## src/rtl/core/rsub_pkg.sv

```systemverilog
// Package for the rectangle subtract block: side codes, the piece plan
// struct and default widths. Depends on nothing; every other file imports it.
package rsub_pkg;

    // Default coordinate width of all rectangle corners.
    localparam int unsigned COORD_WIDTH_DEF = 16;

    // Width of the side code and number of possible pieces per item.
    localparam int unsigned SIDE_W    = 3;
    localparam int unsigned NUM_SLOTS = 5;

    // Side code of an emitted piece; the value doubles as its slot index.
    typedef enum logic [SIDE_W-1:0] {
        SIDE_WHOLE = 3'd0,
        SIDE_UP    = 3'd1,
        SIDE_LEFT  = 3'd2,
        SIDE_RIGHT = 3'd3,
        SIDE_DOWN  = 3'd4
    } t_side;

    // Which pieces one item produces.
    typedef struct packed {
        logic pass;   // no overlap: base goes out unchanged
        logic up;
        logic left;
        logic right;
        logic down;
    } t_plan;

endpackage

```

## src/rtl/core/rsub_in_if.sv

```systemverilog
// Input channel of the rectangle subtract block: base and cut rectangles.
// Depends on rsub_pkg for the default coordinate width.
interface rsub_in_if
    import rsub_pkg::*;
#(
    parameter int unsigned COORD_WIDTH = COORD_WIDTH_DEF
);
    logic                          valid;
    logic                          ready;
    logic signed [COORD_WIDTH-1:0] base_sx;
    logic signed [COORD_WIDTH-1:0] base_ex;
    logic signed [COORD_WIDTH-1:0] base_sy;
    logic signed [COORD_WIDTH-1:0] base_ey;
    logic signed [COORD_WIDTH-1:0] cut_sx;
    logic signed [COORD_WIDTH-1:0] cut_ex;
    logic signed [COORD_WIDTH-1:0] cut_sy;
    logic signed [COORD_WIDTH-1:0] cut_ey;

    modport source (
        output valid, base_sx, base_ex, base_sy, base_ey,
               cut_sx, cut_ex, cut_sy, cut_ey,
        input  ready
    );

    modport sink (
        input  valid, base_sx, base_ex, base_sy, base_ey,
               cut_sx, cut_ex, cut_sy, cut_ey,
        output ready
    );
endinterface

```

## src/rtl/core/rsub_out_if.sv

```systemverilog
// Output channel of the rectangle subtract block: one remaining piece per transfer.
// Depends on rsub_pkg for the default coordinate width and side code width.
interface rsub_out_if
    import rsub_pkg::*;
#(
    parameter int unsigned COORD_WIDTH = COORD_WIDTH_DEF
);
    logic                          valid;
    logic                          ready;
    logic signed [COORD_WIDTH-1:0] piece_sx;
    logic signed [COORD_WIDTH-1:0] piece_ex;
    logic signed [COORD_WIDTH-1:0] piece_sy;
    logic signed [COORD_WIDTH-1:0] piece_ey;
    logic        [SIDE_W-1:0]      piece_side;
    logic                          piece_last;

    modport source (
        output valid, piece_sx, piece_ex, piece_sy, piece_ey, piece_side, piece_last,
        input  ready
    );

    modport sink (
        input  valid, piece_sx, piece_ex, piece_sy, piece_ey, piece_side, piece_last,
        output ready
    );
endinterface

```

## src/rtl/core/rsub_calc.sv

```systemverilog
// Geometry of the rectangle subtract block: overlap test, piece plan and the
// corners of the piece on the selected side. Pure combinational; uses rsub_pkg.
module rsub_calc
    import rsub_pkg::*;
#(
    parameter int unsigned COORD_WIDTH = COORD_WIDTH_DEF
) (
    input  logic signed [COORD_WIDTH-1:0] i_base_sx,
    input  logic signed [COORD_WIDTH-1:0] i_base_ex,
    input  logic signed [COORD_WIDTH-1:0] i_base_sy,
    input  logic signed [COORD_WIDTH-1:0] i_base_ey,
    input  logic signed [COORD_WIDTH-1:0] i_cut_sx,
    input  logic signed [COORD_WIDTH-1:0] i_cut_ex,
    input  logic signed [COORD_WIDTH-1:0] i_cut_sy,
    input  logic signed [COORD_WIDTH-1:0] i_cut_ey,
    input  t_side                         i_side,
    output t_plan                         o_plan,
    output logic signed [COORD_WIDTH-1:0] o_sx,
    output logic signed [COORD_WIDTH-1:0] o_ex,
    output logic signed [COORD_WIDTH-1:0] o_sy,
    output logic signed [COORD_WIDTH-1:0] o_ey
);
    localparam int unsigned EW = COORD_WIDTH + 1;

    logic signed [COORD_WIDTH-1:0] lo_x, hi_x, lo_y, hi_y;
    logic signed [EW-1:0] bsx_e, bex_e, bsy_e, bey_e;
    logic signed [EW-1:0] csx_m1, cex_p1, csy_m1, cey_p1;
    logic signed [EW-1:0] mid_sy, mid_ey;
    logic                 ovl;

    // Overlap test on the cut as given.
    assign lo_x = (i_base_ex < i_cut_ex) ? i_base_ex : i_cut_ex;
    assign hi_x = (i_base_sx > i_cut_sx) ? i_base_sx : i_cut_sx;
    assign lo_y = (i_base_ey < i_cut_ey) ? i_base_ey : i_cut_ey;
    assign hi_y = (i_base_sy > i_cut_sy) ? i_base_sy : i_cut_sy;
    assign ovl  = (lo_x >= hi_x) && (lo_y >= hi_y);

    // Grown cut, one bit wider so that it never wraps.
    assign bsx_e  = EW'(i_base_sx);
    assign bex_e  = EW'(i_base_ex);
    assign bsy_e  = EW'(i_base_sy);
    assign bey_e  = EW'(i_base_ey);
    assign csx_m1 = EW'(i_cut_sx) - EW'(signed'(1));
    assign cex_p1 = EW'(i_cut_ex) + EW'(signed'(1));
    assign csy_m1 = EW'(i_cut_sy) - EW'(signed'(1));
    assign cey_p1 = EW'(i_cut_ey) + EW'(signed'(1));

    // Rows shared by the left and right pieces.
    assign mid_sy = (bsy_e > csy_m1) ? bsy_e : csy_m1;
    assign mid_ey = (bey_e < cey_p1) ? bey_e : cey_p1;

    // Which sides leave a remainder.
    assign o_plan.pass  = !ovl;
    assign o_plan.up    = bsy_e <= csy_m1;
    assign o_plan.left  = bsx_e <= csx_m1;
    assign o_plan.right = bex_e >= cex_p1;
    assign o_plan.down  = bey_e >= cey_p1;

    // Corners of the selected piece; every emitted value lies inside the base.
    always_comb begin
        o_sx = i_base_sx;
        o_ex = i_base_ex;
        o_sy = i_base_sy;
        o_ey = i_base_ey;
        unique case (i_side)
            SIDE_WHOLE: begin
            end
            SIDE_UP: begin
                o_ey = csy_m1[COORD_WIDTH-1:0];
            end
            SIDE_LEFT: begin
                o_ex = csx_m1[COORD_WIDTH-1:0];
                o_sy = mid_sy[COORD_WIDTH-1:0];
                o_ey = mid_ey[COORD_WIDTH-1:0];
            end
            SIDE_RIGHT: begin
                o_sx = cex_p1[COORD_WIDTH-1:0];
                o_sy = mid_sy[COORD_WIDTH-1:0];
                o_ey = mid_ey[COORD_WIDTH-1:0];
            end
            SIDE_DOWN: begin
                o_sy = cey_p1[COORD_WIDTH-1:0];
            end
            default: begin
            end
        endcase
    end
endmodule

```

## src/rtl/core/rectangle_subtract.sv

```systemverilog
// Rectangle subtract: input register, piece sequencer and output register.
// Depends on rsub_pkg, rsub_in_if, rsub_out_if and rsub_calc.
// The first piece goes through the input register and then the output register.
// Throughput: one piece per cycle via the single output register while not stalled;
// an item has up to four pieces, and the next item is taken as its last one issues.
// Reset clears the input and output valid flags and the emitted-piece mask.
module rectangle_subtract
    import rsub_pkg::*;
#(
    parameter int unsigned COORD_WIDTH = COORD_WIDTH_DEF
) (
    input  logic        i_clk,
    input  logic        i_rst_n,
    rsub_in_if.sink     i_req,
    rsub_out_if.source  o_piece
);
    // Input register.
    logic                          r_in_valid, n_in_valid;
    logic signed [COORD_WIDTH-1:0] r_base_sx, r_base_ex, r_base_sy, r_base_ey;
    logic signed [COORD_WIDTH-1:0] r_cut_sx, r_cut_ex, r_cut_sy, r_cut_ey;
    logic [NUM_SLOTS-1:0]          r_done, n_done;

    // Output register.
    logic                          r_out_valid, n_out_valid;
    logic signed [COORD_WIDTH-1:0] r_out_sx, r_out_ex, r_out_sy, r_out_ey;
    t_side                         r_out_side;
    logic                          r_out_last;

    t_plan                         plan;
    t_side                         sel_side;
    logic [NUM_SLOTS-1:0]          want, pend, sel_oh;
    logic signed [COORD_WIDTH-1:0] calc_sx, calc_ex, calc_sy, calc_ey;
    logic                          single, slot_free, issue, item_done, accept;

    rsub_calc #(
        .COORD_WIDTH (COORD_WIDTH)
    ) u_calc (
        .i_base_sx (r_base_sx),
        .i_base_ex (r_base_ex),
        .i_base_sy (r_base_sy),
        .i_base_ey (r_base_ey),
        .i_cut_sx  (r_cut_sx),
        .i_cut_ex  (r_cut_ex),
        .i_cut_sy  (r_cut_sy),
        .i_cut_ey  (r_cut_ey),
        .i_side    (sel_side),
        .o_plan    (plan),
        .o_sx      (calc_sx),
        .o_ex      (calc_ex),
        .o_sy      (calc_sy),
        .o_ey      (calc_ey)
    );

    // Pieces of the held item, indexed by side code, and those still to go.
    assign want = plan.pass ? NUM_SLOTS'(1) << SIDE_WHOLE
                            : {plan.down, plan.right, plan.left, plan.up, 1'b0};
    assign pend   = want & ~r_done;
    assign sel_oh = pend & (~pend + NUM_SLOTS'(1));
    assign single = (pend != '0) && ((pend & (pend - NUM_SLOTS'(1))) == '0);

    // Pieces go out in the order whole, up, left, right, down.
    always_comb begin
        priority if (pend[SIDE_WHOLE]) begin
            sel_side = SIDE_WHOLE;
        end else if (pend[SIDE_UP]) begin
            sel_side = SIDE_UP;
        end else if (pend[SIDE_LEFT]) begin
            sel_side = SIDE_LEFT;
        end else if (pend[SIDE_RIGHT]) begin
            sel_side = SIDE_RIGHT;
        end else begin
            sel_side = SIDE_DOWN;
        end
    end

    // Handshake control: the held item retires with its final piece, or at
    // once when it leaves nothing.
    assign slot_free   = !r_out_valid || o_piece.ready;
    assign issue       = r_in_valid && (pend != '0) && slot_free;
    assign item_done   = r_in_valid && ((pend == '0) || (issue && single));
    assign i_req.ready = !r_in_valid || item_done;
    assign accept      = i_req.valid && i_req.ready;

    always_comb begin
        n_in_valid = r_in_valid;
        n_done     = r_done;
        if (accept) begin
            n_in_valid = 1'b1;
            n_done     = '0;
        end else if (item_done) begin
            n_in_valid = 1'b0;
        end else if (issue) begin
            n_done = r_done | sel_oh;
        end
    end

    always_comb begin
        n_out_valid = r_out_valid;
        if (issue) begin
            n_out_valid = 1'b1;
        end else if (o_piece.ready) begin
            n_out_valid = 1'b0;
        end
    end

    // Control registers.
    always_ff @(posedge i_clk) begin
        if (!i_rst_n) begin
            r_in_valid  <= 1'b0;
            r_done      <= '0;
            r_out_valid <= 1'b0;
        end else begin
            r_in_valid  <= n_in_valid;
            r_done      <= n_done;
            r_out_valid <= n_out_valid;
        end
    end

    // Input payload register, loaded on each input transfer.
    always_ff @(posedge i_clk) begin
        if (accept) begin
            r_base_sx <= i_req.base_sx;
            r_base_ex <= i_req.base_ex;
            r_base_sy <= i_req.base_sy;
            r_base_ey <= i_req.base_ey;
            r_cut_sx  <= i_req.cut_sx;
            r_cut_ex  <= i_req.cut_ex;
            r_cut_sy  <= i_req.cut_sy;
            r_cut_ey  <= i_req.cut_ey;
        end
    end

    // Output payload register, loaded when a piece is issued.
    always_ff @(posedge i_clk) begin
        if (issue) begin
            r_out_sx   <= calc_sx;
            r_out_ex   <= calc_ex;
            r_out_sy   <= calc_sy;
            r_out_ey   <= calc_ey;
            r_out_side <= sel_side;
            r_out_last <= single;
        end
    end

    assign o_piece.valid      = r_out_valid;
    assign o_piece.piece_sx   = r_out_sx;
    assign o_piece.piece_ex   = r_out_ex;
    assign o_piece.piece_sy   = r_out_sy;
    assign o_piece.piece_ey   = r_out_ey;
    assign o_piece.piece_side = r_out_side;
    assign o_piece.piece_last = r_out_last;

    // An issued piece is always presented on the next cycle.
    a_issue_shows: assert property (@(posedge i_clk) disable iff (!i_rst_n)
        issue |=> r_out_valid)
        else $error("issued piece not presented");

    // Only pieces the item actually has are ever marked as sent.
    a_done_subset: assert property (@(posedge i_clk) disable iff (!i_rst_n)
        r_in_valid |-> ((r_done & ~want) == '0))
        else $error("sent mask holds a piece outside the plan");

    // A pass-through item sends the whole base as its only piece.
    a_pass_whole: assert property (@(posedge i_clk) disable iff (!i_rst_n)
        (issue && plan.pass) |-> (sel_side == SIDE_WHOLE && single))
        else $error("pass-through item not sent as one whole piece");

    // Marking a piece as last retires the held item in the same cycle.
    a_last_retires: assert property (@(posedge i_clk) disable iff (!i_rst_n)
        (issue && single) |-> item_done)
        else $error("last piece sent without retiring the item");
endmodule

```

## src/flat_wrapper.sv

```systemverilog
// flat-port wrapper written by rule: the top's interface ports become plain ports
module rectangle_subtract_flat import rsub_pkg::*;
#(
    parameter int unsigned COORD_WIDTH = COORD_WIDTH_DEF
)
  (i_clk, i_rst_n, i_req_valid, i_req_base_sx, i_req_base_ex, i_req_base_sy, i_req_base_ey, i_req_cut_sx, i_req_cut_ex, i_req_cut_sy, i_req_cut_ey, i_req_ready, o_piece_valid, o_piece_piece_sx, o_piece_piece_ex, o_piece_piece_sy, o_piece_piece_ey, o_piece_piece_side, o_piece_piece_last, o_piece_ready);
  rsub_in_if #(.COORD_WIDTH(COORD_WIDTH)) i_req_i ();
  rsub_out_if #(.COORD_WIDTH(COORD_WIDTH)) o_piece_i ();
  input  logic i_clk;
  input  logic i_rst_n;
  input wire logic [$bits(i_req_i.valid)-1:0] i_req_valid;
  input wire logic [$bits(i_req_i.base_sx)-1:0] i_req_base_sx;
  input wire logic [$bits(i_req_i.base_ex)-1:0] i_req_base_ex;
  input wire logic [$bits(i_req_i.base_sy)-1:0] i_req_base_sy;
  input wire logic [$bits(i_req_i.base_ey)-1:0] i_req_base_ey;
  input wire logic [$bits(i_req_i.cut_sx)-1:0] i_req_cut_sx;
  input wire logic [$bits(i_req_i.cut_ex)-1:0] i_req_cut_ex;
  input wire logic [$bits(i_req_i.cut_sy)-1:0] i_req_cut_sy;
  input wire logic [$bits(i_req_i.cut_ey)-1:0] i_req_cut_ey;
  output wire logic [$bits(i_req_i.ready)-1:0] i_req_ready;
  output wire logic [$bits(o_piece_i.valid)-1:0] o_piece_valid;
  output wire logic [$bits(o_piece_i.piece_sx)-1:0] o_piece_piece_sx;
  output wire logic [$bits(o_piece_i.piece_ex)-1:0] o_piece_piece_ex;
  output wire logic [$bits(o_piece_i.piece_sy)-1:0] o_piece_piece_sy;
  output wire logic [$bits(o_piece_i.piece_ey)-1:0] o_piece_piece_ey;
  output wire logic [$bits(o_piece_i.piece_side)-1:0] o_piece_piece_side;
  output wire logic [$bits(o_piece_i.piece_last)-1:0] o_piece_piece_last;
  input wire logic [$bits(o_piece_i.ready)-1:0] o_piece_ready;
  assign i_req_i.valid = i_req_valid;
  assign i_req_i.base_sx = i_req_base_sx;
  assign i_req_i.base_ex = i_req_base_ex;
  assign i_req_i.base_sy = i_req_base_sy;
  assign i_req_i.base_ey = i_req_base_ey;
  assign i_req_i.cut_sx = i_req_cut_sx;
  assign i_req_i.cut_ex = i_req_cut_ex;
  assign i_req_i.cut_sy = i_req_cut_sy;
  assign i_req_i.cut_ey = i_req_cut_ey;
  assign i_req_ready = i_req_i.ready;
  assign o_piece_valid = o_piece_i.valid;
  assign o_piece_piece_sx = o_piece_i.piece_sx;
  assign o_piece_piece_ex = o_piece_i.piece_ex;
  assign o_piece_piece_sy = o_piece_i.piece_sy;
  assign o_piece_piece_ey = o_piece_i.piece_ey;
  assign o_piece_piece_side = o_piece_i.piece_side;
  assign o_piece_piece_last = o_piece_i.piece_last;
  assign o_piece_i.ready = o_piece_ready;
  rectangle_subtract #(.COORD_WIDTH(COORD_WIDTH)) u_core (.i_clk(i_clk), .i_rst_n(i_rst_n), .i_req(i_req_i), .o_piece(o_piece_i));
endmodule
```

## config.mk

```make
export PLATFORM = sky130hd
export DESIGN_NAME = rectangle_subtract_flat
export DESIGN_NICKNAME = d
export VERILOG_FILES = /design/src/rtl/core/rsub_pkg.sv /design/src/rtl/core/rsub_in_if.sv /design/src/rtl/core/rsub_out_if.sv /design/src/rtl/core/rsub_calc.sv /design/src/rtl/core/rectangle_subtract.sv /design/src/flat_wrapper.sv
export SDC_FILE = /design/constraint.sdc
export NUM_CORES = 1
export LEC_CHECK = 0
export BUFFER_PORTS_ARGS = -buffer_cell sky130_fd_sc_hd__buf_4
export CORE_MARGIN = 4
export CORE_UTILIZATION = 55
export CTS_BUF_LIST = sky130_fd_sc_hd__clkbuf_16
export CTS_CLUSTER_DIAMETER = 120
export CTS_CLUSTER_SIZE = 14
export DETAILED_ROUTE_END_ITERATION = 10
export PLACE_DENSITY = 0.9
export SYNTH_ARGS = -nofsm -noshare
export SYNTH_HDL_FRONTEND = slang
export SYNTH_SLANG_ARGS = --single-unit
export TNS_END_PERCENT = 10
```

## constraint.sdc

```tcl
create_clock -name i_clk -period 14.87 [get_ports i_clk]
set_input_delay 1.487 -clock i_clk [delete_from_list [all_inputs] [get_ports i_clk]]
set_output_delay 1.487 -clock i_clk [all_outputs]
set_load 0.005 [all_outputs]
```

==> impl_metrics.ini, run 1 <==
[outcome]
status = finished, final reports clean

[placed_design]
dp_hpwl_mm = 27.3
gp_congestion = 1.00
dp.cells = 1622
placement.cell_area_sq_mm = 0.0147
io_buffers = 201

[clocking]
htree_levels = 1
post_cts_buffers = 0
postCtsHoldBufs = 0
cts-resized-gates = 0
numCtsBuffers = 18
cts_buffer_depth = 3
cts_tree = built
cts-root-buf = clkbuf_16
clk_pin_slew_ns = 0.06
insertion_delay_ns = 0.49
cts_sinks = 203

[sta]
worst_slew_margin_rel_pct = 21.8
clock_skew_ns = 0.0123
hold_viol_final = 0
fmax_mhz = 132
post-route-min-period_ns = 7.60
period_share_pct = 51.1
finalSetupTns_ns = 0
report.final.slew_viol_count = 0
worst_pin_slew_ns = 1.17
setup_viol = 0
rsz0062_at_grt = false
hold_ws_ns = 0.446

[global_route]
global_route.overflow_total = 0
grt_pass1_vias = 9873
grt_pass1_wl_mm = 54.2
grt.total_usage_pct = 26.2
grt_max_degree = 89
antenna_found_initial = 0

[worst_setup_path]
crit_arrival_ns = 6.11
worstSetupPathType = register to primary output
r2r_cells = 21
crit_path_start_kind = register
end_kind = primary output
worstPathMaxFanout = 16
required_ns = 13.38

[synth]
synth_cell_types = 72
synth_top_family_by_area = adder cells
synth-seq-area-share_pct = 46.7
syn_inst = 1125
synth_simple_gate_area_share_pct = 10.4
synthXorXnorAreaFrac_pct = 3.74
syn_area_per_cell_sq_um = 11.5
synth_fp_nets = 1425
synth_largest_area_cell = edfxtp_1
yosys_warnings = 0
synth_ff_type = edfxtp_1
yosys.area_share.adder_pct = 16.3
async_flop_share_pct = 0
synthMuxAreaShare_pct = 5.38
synth-edff-count = 196
synth_top_area_share_pct = 45.7
synth_top_cells_by_area = edfxtp_1, ha_1, mux2i_1
synth_compound_area_share_pct = 13.8
synth-seq-cells = 203
syn_area_sq_mm = 0.0129

[detailed_routing]
drc_errors = 0
post_drt_via_cell_ratio = 6.13
drt_wl_total_mm = 35.1
vias = 10100
ant_nets = 0
wl_per_cell_microns = 21.3
dr.pass1.iters = 6
drt_iter0_markers = 1304

[floorplan]
rows = 55
die_y_microns = 161
start_util_pct = 56.4
boundaryPins = 202
fp.dieW_microns = 161
core_sq_mm = 0.0228
die_area_sq_mm = 0.0260

[cells_and_area]
drive_above_1_share_pct = 20.7
final_cells = 1648
finalNetCount = 1629
layout_commonest_cell = buf_4
area.growth.synth_to_final_pct = 18.2
n_antenna_cell = 0
stdcell_area_sq_mm = 0.0152
final_cell_mix = buf_4, edfxtp_1, ha_1

[worst_hold_path]
hp-class = register to register
min_path_cells = 2

[job]
maxCapViolCount = 0
==> final timing paths <==
kind	slack [ns]	to	from
max	7.27	i_req_ready	u_core.r_base_sy[1]$_DFFE_PP_
min	0.45	u_core.r_done[4]$_SDFFE_PP0P_	u_core.r_done[4]$_SDFFE_PP0P_
max reg2reg	7.53	u_core.r_base_ey[1]$_DFFE_PP_	u_core.r_base_sy[1]$_DFFE_PP_
min reg2reg	0.45	u_core.r_done[4]$_SDFFE_PP0P_	u_core.r_done[4]$_SDFFE_PP0P_
==> metal layers <==
metal  track usage [%]  vias up  wire (microns)
met3              3.90       65            3490
li1                  -     4694               -
met2              41.6      604           15700
met1              38.3     4743           15000
met5                 0        -               0
met4              6.44        0             900
==> worst max-delay path, stage by stage (launching register included) <==
cell	delay [ns]
edfxtp_1	0.49
ha_1	0.35
nor2b_1	0.14
o21a_1	0.16
o21ai_0	0.14
nand2b_1	0.07
a21oi_1	0.16
o21ai_0	0.11
a2111oi_1	0.56
mux2i_2	0.26
buf_4	0.31
mux2i_1	0.14
ha_1	0.35
nand4_1	0.18
nor4_1	0.41
o21ai_0	0.20
nand4_1	0.14
nor4b_4	0.63
nand2_1	0.30
a21oi_2	0.24
o31ai_4	0.13
buf_4	0.16
==> synth_stat cells (all sizes together), types with 25 or more instances <==
master,n
xnor2,55
nor2,50
a21oi,73
o21ai,40
nand3,25
edfxtp,196
ha,168
mux2i,49
nand2,78
inv,95
nand4,33
==> layout make-up <==
class | count | area (sq um)
Clock buffer | 19 | 475
Clock inverter | 7 | 31.3
Fill cell | 1681 | 7610
Inverter | 95 | 357
Multi-Input combinational cell | 805 | 6410
Sequential cell | 203 | 6030
Tap cell | 313 | 392
Timing Repair Buffer | 206 | 1550
==> metrics by stage <==
| step | utilization, % | setup slack, ns |
|---|---|---|
| floorplan | - | 4.67 |
| global placement | 64.5 | 7.79 |
| detailed placement | 64.5 | 7.64 |
| CTS | 66.7 | 7.37 |
| global route | 66.7 | 6.85 |
| finish | 66.7 | 7.27 |
==> sequential cells by signal, indices dropped and copies added, names as in the netlist, 3 cells and up <==
signal / count
u_core.o_piece.piece_ex: 16
u_core.o_piece.piece_ey: 16
u_core.o_piece.piece_sx: 16
u_core.o_piece.piece_sy: 16
u_core.r_base_ex: 16
u_core.r_base_ey: 16
u_core.r_base_sx: 16
u_core.r_base_sy: 16
u_core.r_cut_ex: 16
u_core.r_cut_ey: 16
u_core.r_cut_sx: 16
u_core.r_cut_sy: 16
u_core.r_done: 5
u_core.o_piece.piece_side: 3
==> logic make-up after synthesis <==
| logic type | Yosys count |
|---|---|
| buffers and inverters | 117 |
| xor gates and xnor gates | 55 |
| and+or+nand+nor | 262 |
| adders and majority gates | 168 |
| AOI/OAI and AO/OA | 253 |
| muxes | 67 |
| DFF | 203 |
Power of run 1 is left out: the tool's default activity adds up to more than one toggle a clock period on the data nets, which glitch-free logic cannot reach.
==> run 2, diff against run 1 <==
--- a/config.mk
+++ b/config.mk
@@ -5,6 +5,7 @@
 export SDC_FILE = /design/constraint.sdc
 export NUM_CORES = 1
 export LEC_CHECK = 0
+export ABC_AREA = 1
 export BUFFER_PORTS_ARGS = -buffer_cell sky130_fd_sc_hd__buf_4
 export CORE_MARGIN = 4
 export CORE_UTILIZATION = 55
==> constraint.sdc (replaced) <==
create_clock -name i_clk -period 7.5 [get_ports i_clk]
set_input_delay 0.75 -clock i_clk [delete_from_list [all_inputs] [get_ports i_clk]]
set_output_delay 0.75 -clock i_clk [all_outputs]
set_load 0.005 [all_outputs]
==> run 2 against run 1 <==
Cell area is 1.5% higher. Clock skew is 0.016 ns higher. Wire length is 13% higher. Worst setup slack worse by 6.2 ns. Critical path depth is 4 higher. Count of clock-buffer cells in the layout stayed put. Largest cell class unchanged. Highest routed layer unchanged.
==> impl_metrics.ini, run 2 <==
[cells_and_area]
nFillCells = 1845
finalNetCount = 1907
drive_above_1_share_pct = 16.9
layout_commonest_cell = nand2_1
final_cell_mix = nand2_1, buf_4, edfxtp_1
final_cells = 1933
n_antenna_cell = 0
area.growth.synth_to_final_pct = 18.2
stdcell_area_sq_mm = 0.0155

[floorplan]
core_sq_mm = 0.0234
die_y_microns = 162
start_util_pct = 55.9
die_area_sq_mm = 0.0263
rows = 56
fp.dieW_microns = 162
boundaryPins = 202

[worst_setup_path]
rrSetupSlack_ns = 1.12
cp_slowest_cell = o21ai_4
critPathMaxStageDelay_ns = 0.49
crit_arrival_ns = 5.64
worstSetupPathType = register to primary output
path_delay_family = simple AND/OR/NAND/NOR gates
crit_buf_inv = 4
worstPathMaxFanout = 15
critical_path.most_common_cell = nand3_1
r2r-start = u_core.r_cut_sy[0]$_DFFE_PP_
end_kind = primary output
required_ns = 6.75
r2r_cells = 26
r2r-end = u_core.r_cut_ey[13]$_DFFE_PP_
crit_path_start_kind = register

[synth]
async_flop_share_pct = 0
synth_cell_types = 43
syn_inst = 1405
synth_ff_type = edfxtp_1
synth-edff-count = 196
synth-seq-cells = 203
syn_area_sq_mm = 0.0131
yosys_warnings = 0
synth_top_area_share_pct = 45.0
synth_top_cells_by_area = edfxtp_1, ha_1, nand2_1
synth-seq-area-share_pct = 46.1
synth_largest_area_cell = edfxtp_1
syn_area_per_cell_sq_um = 9.31
synthTopCellsByCount = nand2_1, edfxtp_1, ha_1, inv_1, nor2_1
synth_most_common_cell = nand2_1
synth_fp_nets = 1705

[worst_hold_path]
hold_end = u_core.r_cut_sy[10]$_DFFE_PP_
hp-class = primary input to register
min_from = i_req_cut_sy[10]
min_path_cells = 1

[sta]
worst_slack_ns = 1.11
worst_slew_margin_rel_pct = 46.8
fmax_mhz = 157
rsz0062_at_grt = false
setup_viol = 0
period_share_pct = 85.1
report.final.slew_viol_count = 0
finalSetupTns_ns = 0
clock_skew_ns = 0.0280
post-route-min-period_ns = 6.39
hold_viol_final = 0
worst_pin_slew_ns = 0.798

[placed_design]
dp.cells = 1906
dp_hpwl_mm = 31.3
gp_congestion = 1.06
io_buffers = 201
placement.cell_area_sq_mm = 0.0150
place_worst_setup_slack_ns = 1.40

[clocking]
numCtsBuffers = 18
post_cts_buffers = 0
cts_sinks = 203
cts_buffer_depth = 3
htree_levels = 1
postCtsHoldBufs = 0
clk_pin_slew_ns = 0.08
insertion_delay_ns = 0.51
cts-resized-gates = 0
cts-root-buf = clkbuf_16
cts_tree = built

[job]
maxCapViolCount = 0

[detailed_routing]
post_drt_via_cell_ratio = 5.92
wl_per_cell_microns = 20.5
ant_nets = 0
drt_iter0_markers = 1499
vias = 11500
drc_errors = 0
drt_wl_total_mm = 39.6
dr.pass1.iters = 5

[global_route]
antenna_found_initial = 0
grt_pass1_vias = 11200
grt.total_usage_pct = 29.2
global_route.overflow_total = 0
grt_pass1_wl_mm = 60.1
grt_max_degree = 96

[outcome]
status = finished, final reports clean
## run 2: cell count changes after synthesis, moves of 24 or more
cell	change
nand2_1	+226
inv_1	+69
nor2_1	+50
nand3_1	+32
xor2_1	+42
o21ai_0	+39
xnor2_1	-51
a21oi_1	+24
mux2i_1	-49
## run 2: kinds of logic after synthesis
| logic type | Yosys count | share of synthesized area (%) |
|---|---|---|
| compound gates | 243 | 10.9 |
| xor+xnor | 46 | 3.08 |
| fa+ha+maj | 168 | 16.1 |
| buf+inv | 199 | 5.87 |
| flops | 203 | 46.1 |
| simple gates | 546 | 18.0 |
## run 2: metal layers
layer / vias up / part of all wire, % / track usage, %
met2: 696 / 44 / 46.2
met4: 0 / 4.0 / 9.27
met1: 5344 / 40 / 40.7
met3: 111 / 12 / 6.01
li1: 5300 / - / -
met5: - / 0 / 0
## run 2: worst max-delay path by stage
stage / start / end / cells past startpoint
floorplan: u_core.r_base_sx[1]$_DFFE_PP_ / u_core.r_base_ex[0]$_DFFE_PP_ / 30
global placement: u_core.r_base_sx[1]$_DFFE_PP_ / u_core.r_base_ey[12]$_DFFE_PP_ / 30
detailed placement: u_core.r_cut_sy[0]$_DFFE_PP_ / u_core.r_base_ey[12]$_DFFE_PP_ / 26
CTS: u_core.r_cut_sy[0]$_DFFE_PP_ / i_req_ready / 26
global route: u_core.r_cut_sy[0]$_DFFE_PP_ / u_core.r_base_ey[0]$_DFFE_PP_ / 26
finish: u_core.r_cut_sy[0]$_DFFE_PP_ / i_req_ready / 25
## run 2: final cells by class
class	instances	area, sq um	area share [%]
Inverter	172	648	4.19
Clock buffer	19	475	3.08
Multi-Input combinational cell	1003	6300	40.7
Sequential cell	203	6030	39.0
Timing Repair Buffer	209	1580	10.2
Clock inverter	8	35.0	0.227
Tap cell	319	399	2.58
## run 2: worst reg2reg max path, cell delays in order (launching register included)
cell      delay [ns]
edfxtp_1        0.44
inv_2           0.12
nand3_1         0.14
nor3_1          0.36
nand3_1         0.18
nor3_1          0.40
nand3_1         0.22
nor3_1          0.34
xor2_1          0.48
ha_1            0.23
nand2_1         0.06
nor2_1          0.14
nand3_1         0.11
nor2_1          0.11
nand2_1         0.08
nand3_1         0.10
nand2_1         0.06
nand2_1         0.19
nand2_2         0.28
o21ai_4         0.49
inv_2           0.10
nand3_2         0.13
nand4_2         0.11
nand2_2         0.11
nand2_2         0.10
inv_4           0.36
buf_12          0.40
## run 2: stage by stage
stage,hold slack [ns],util (%)
floorplan,0.427,-
global placement,0.450,63.9
detailed placement,0.446,63.9
CTS,0.397,66.1
global route,0.400,66.1
finish,0.412,66.1
Power of run 2 is left out for the same reason.
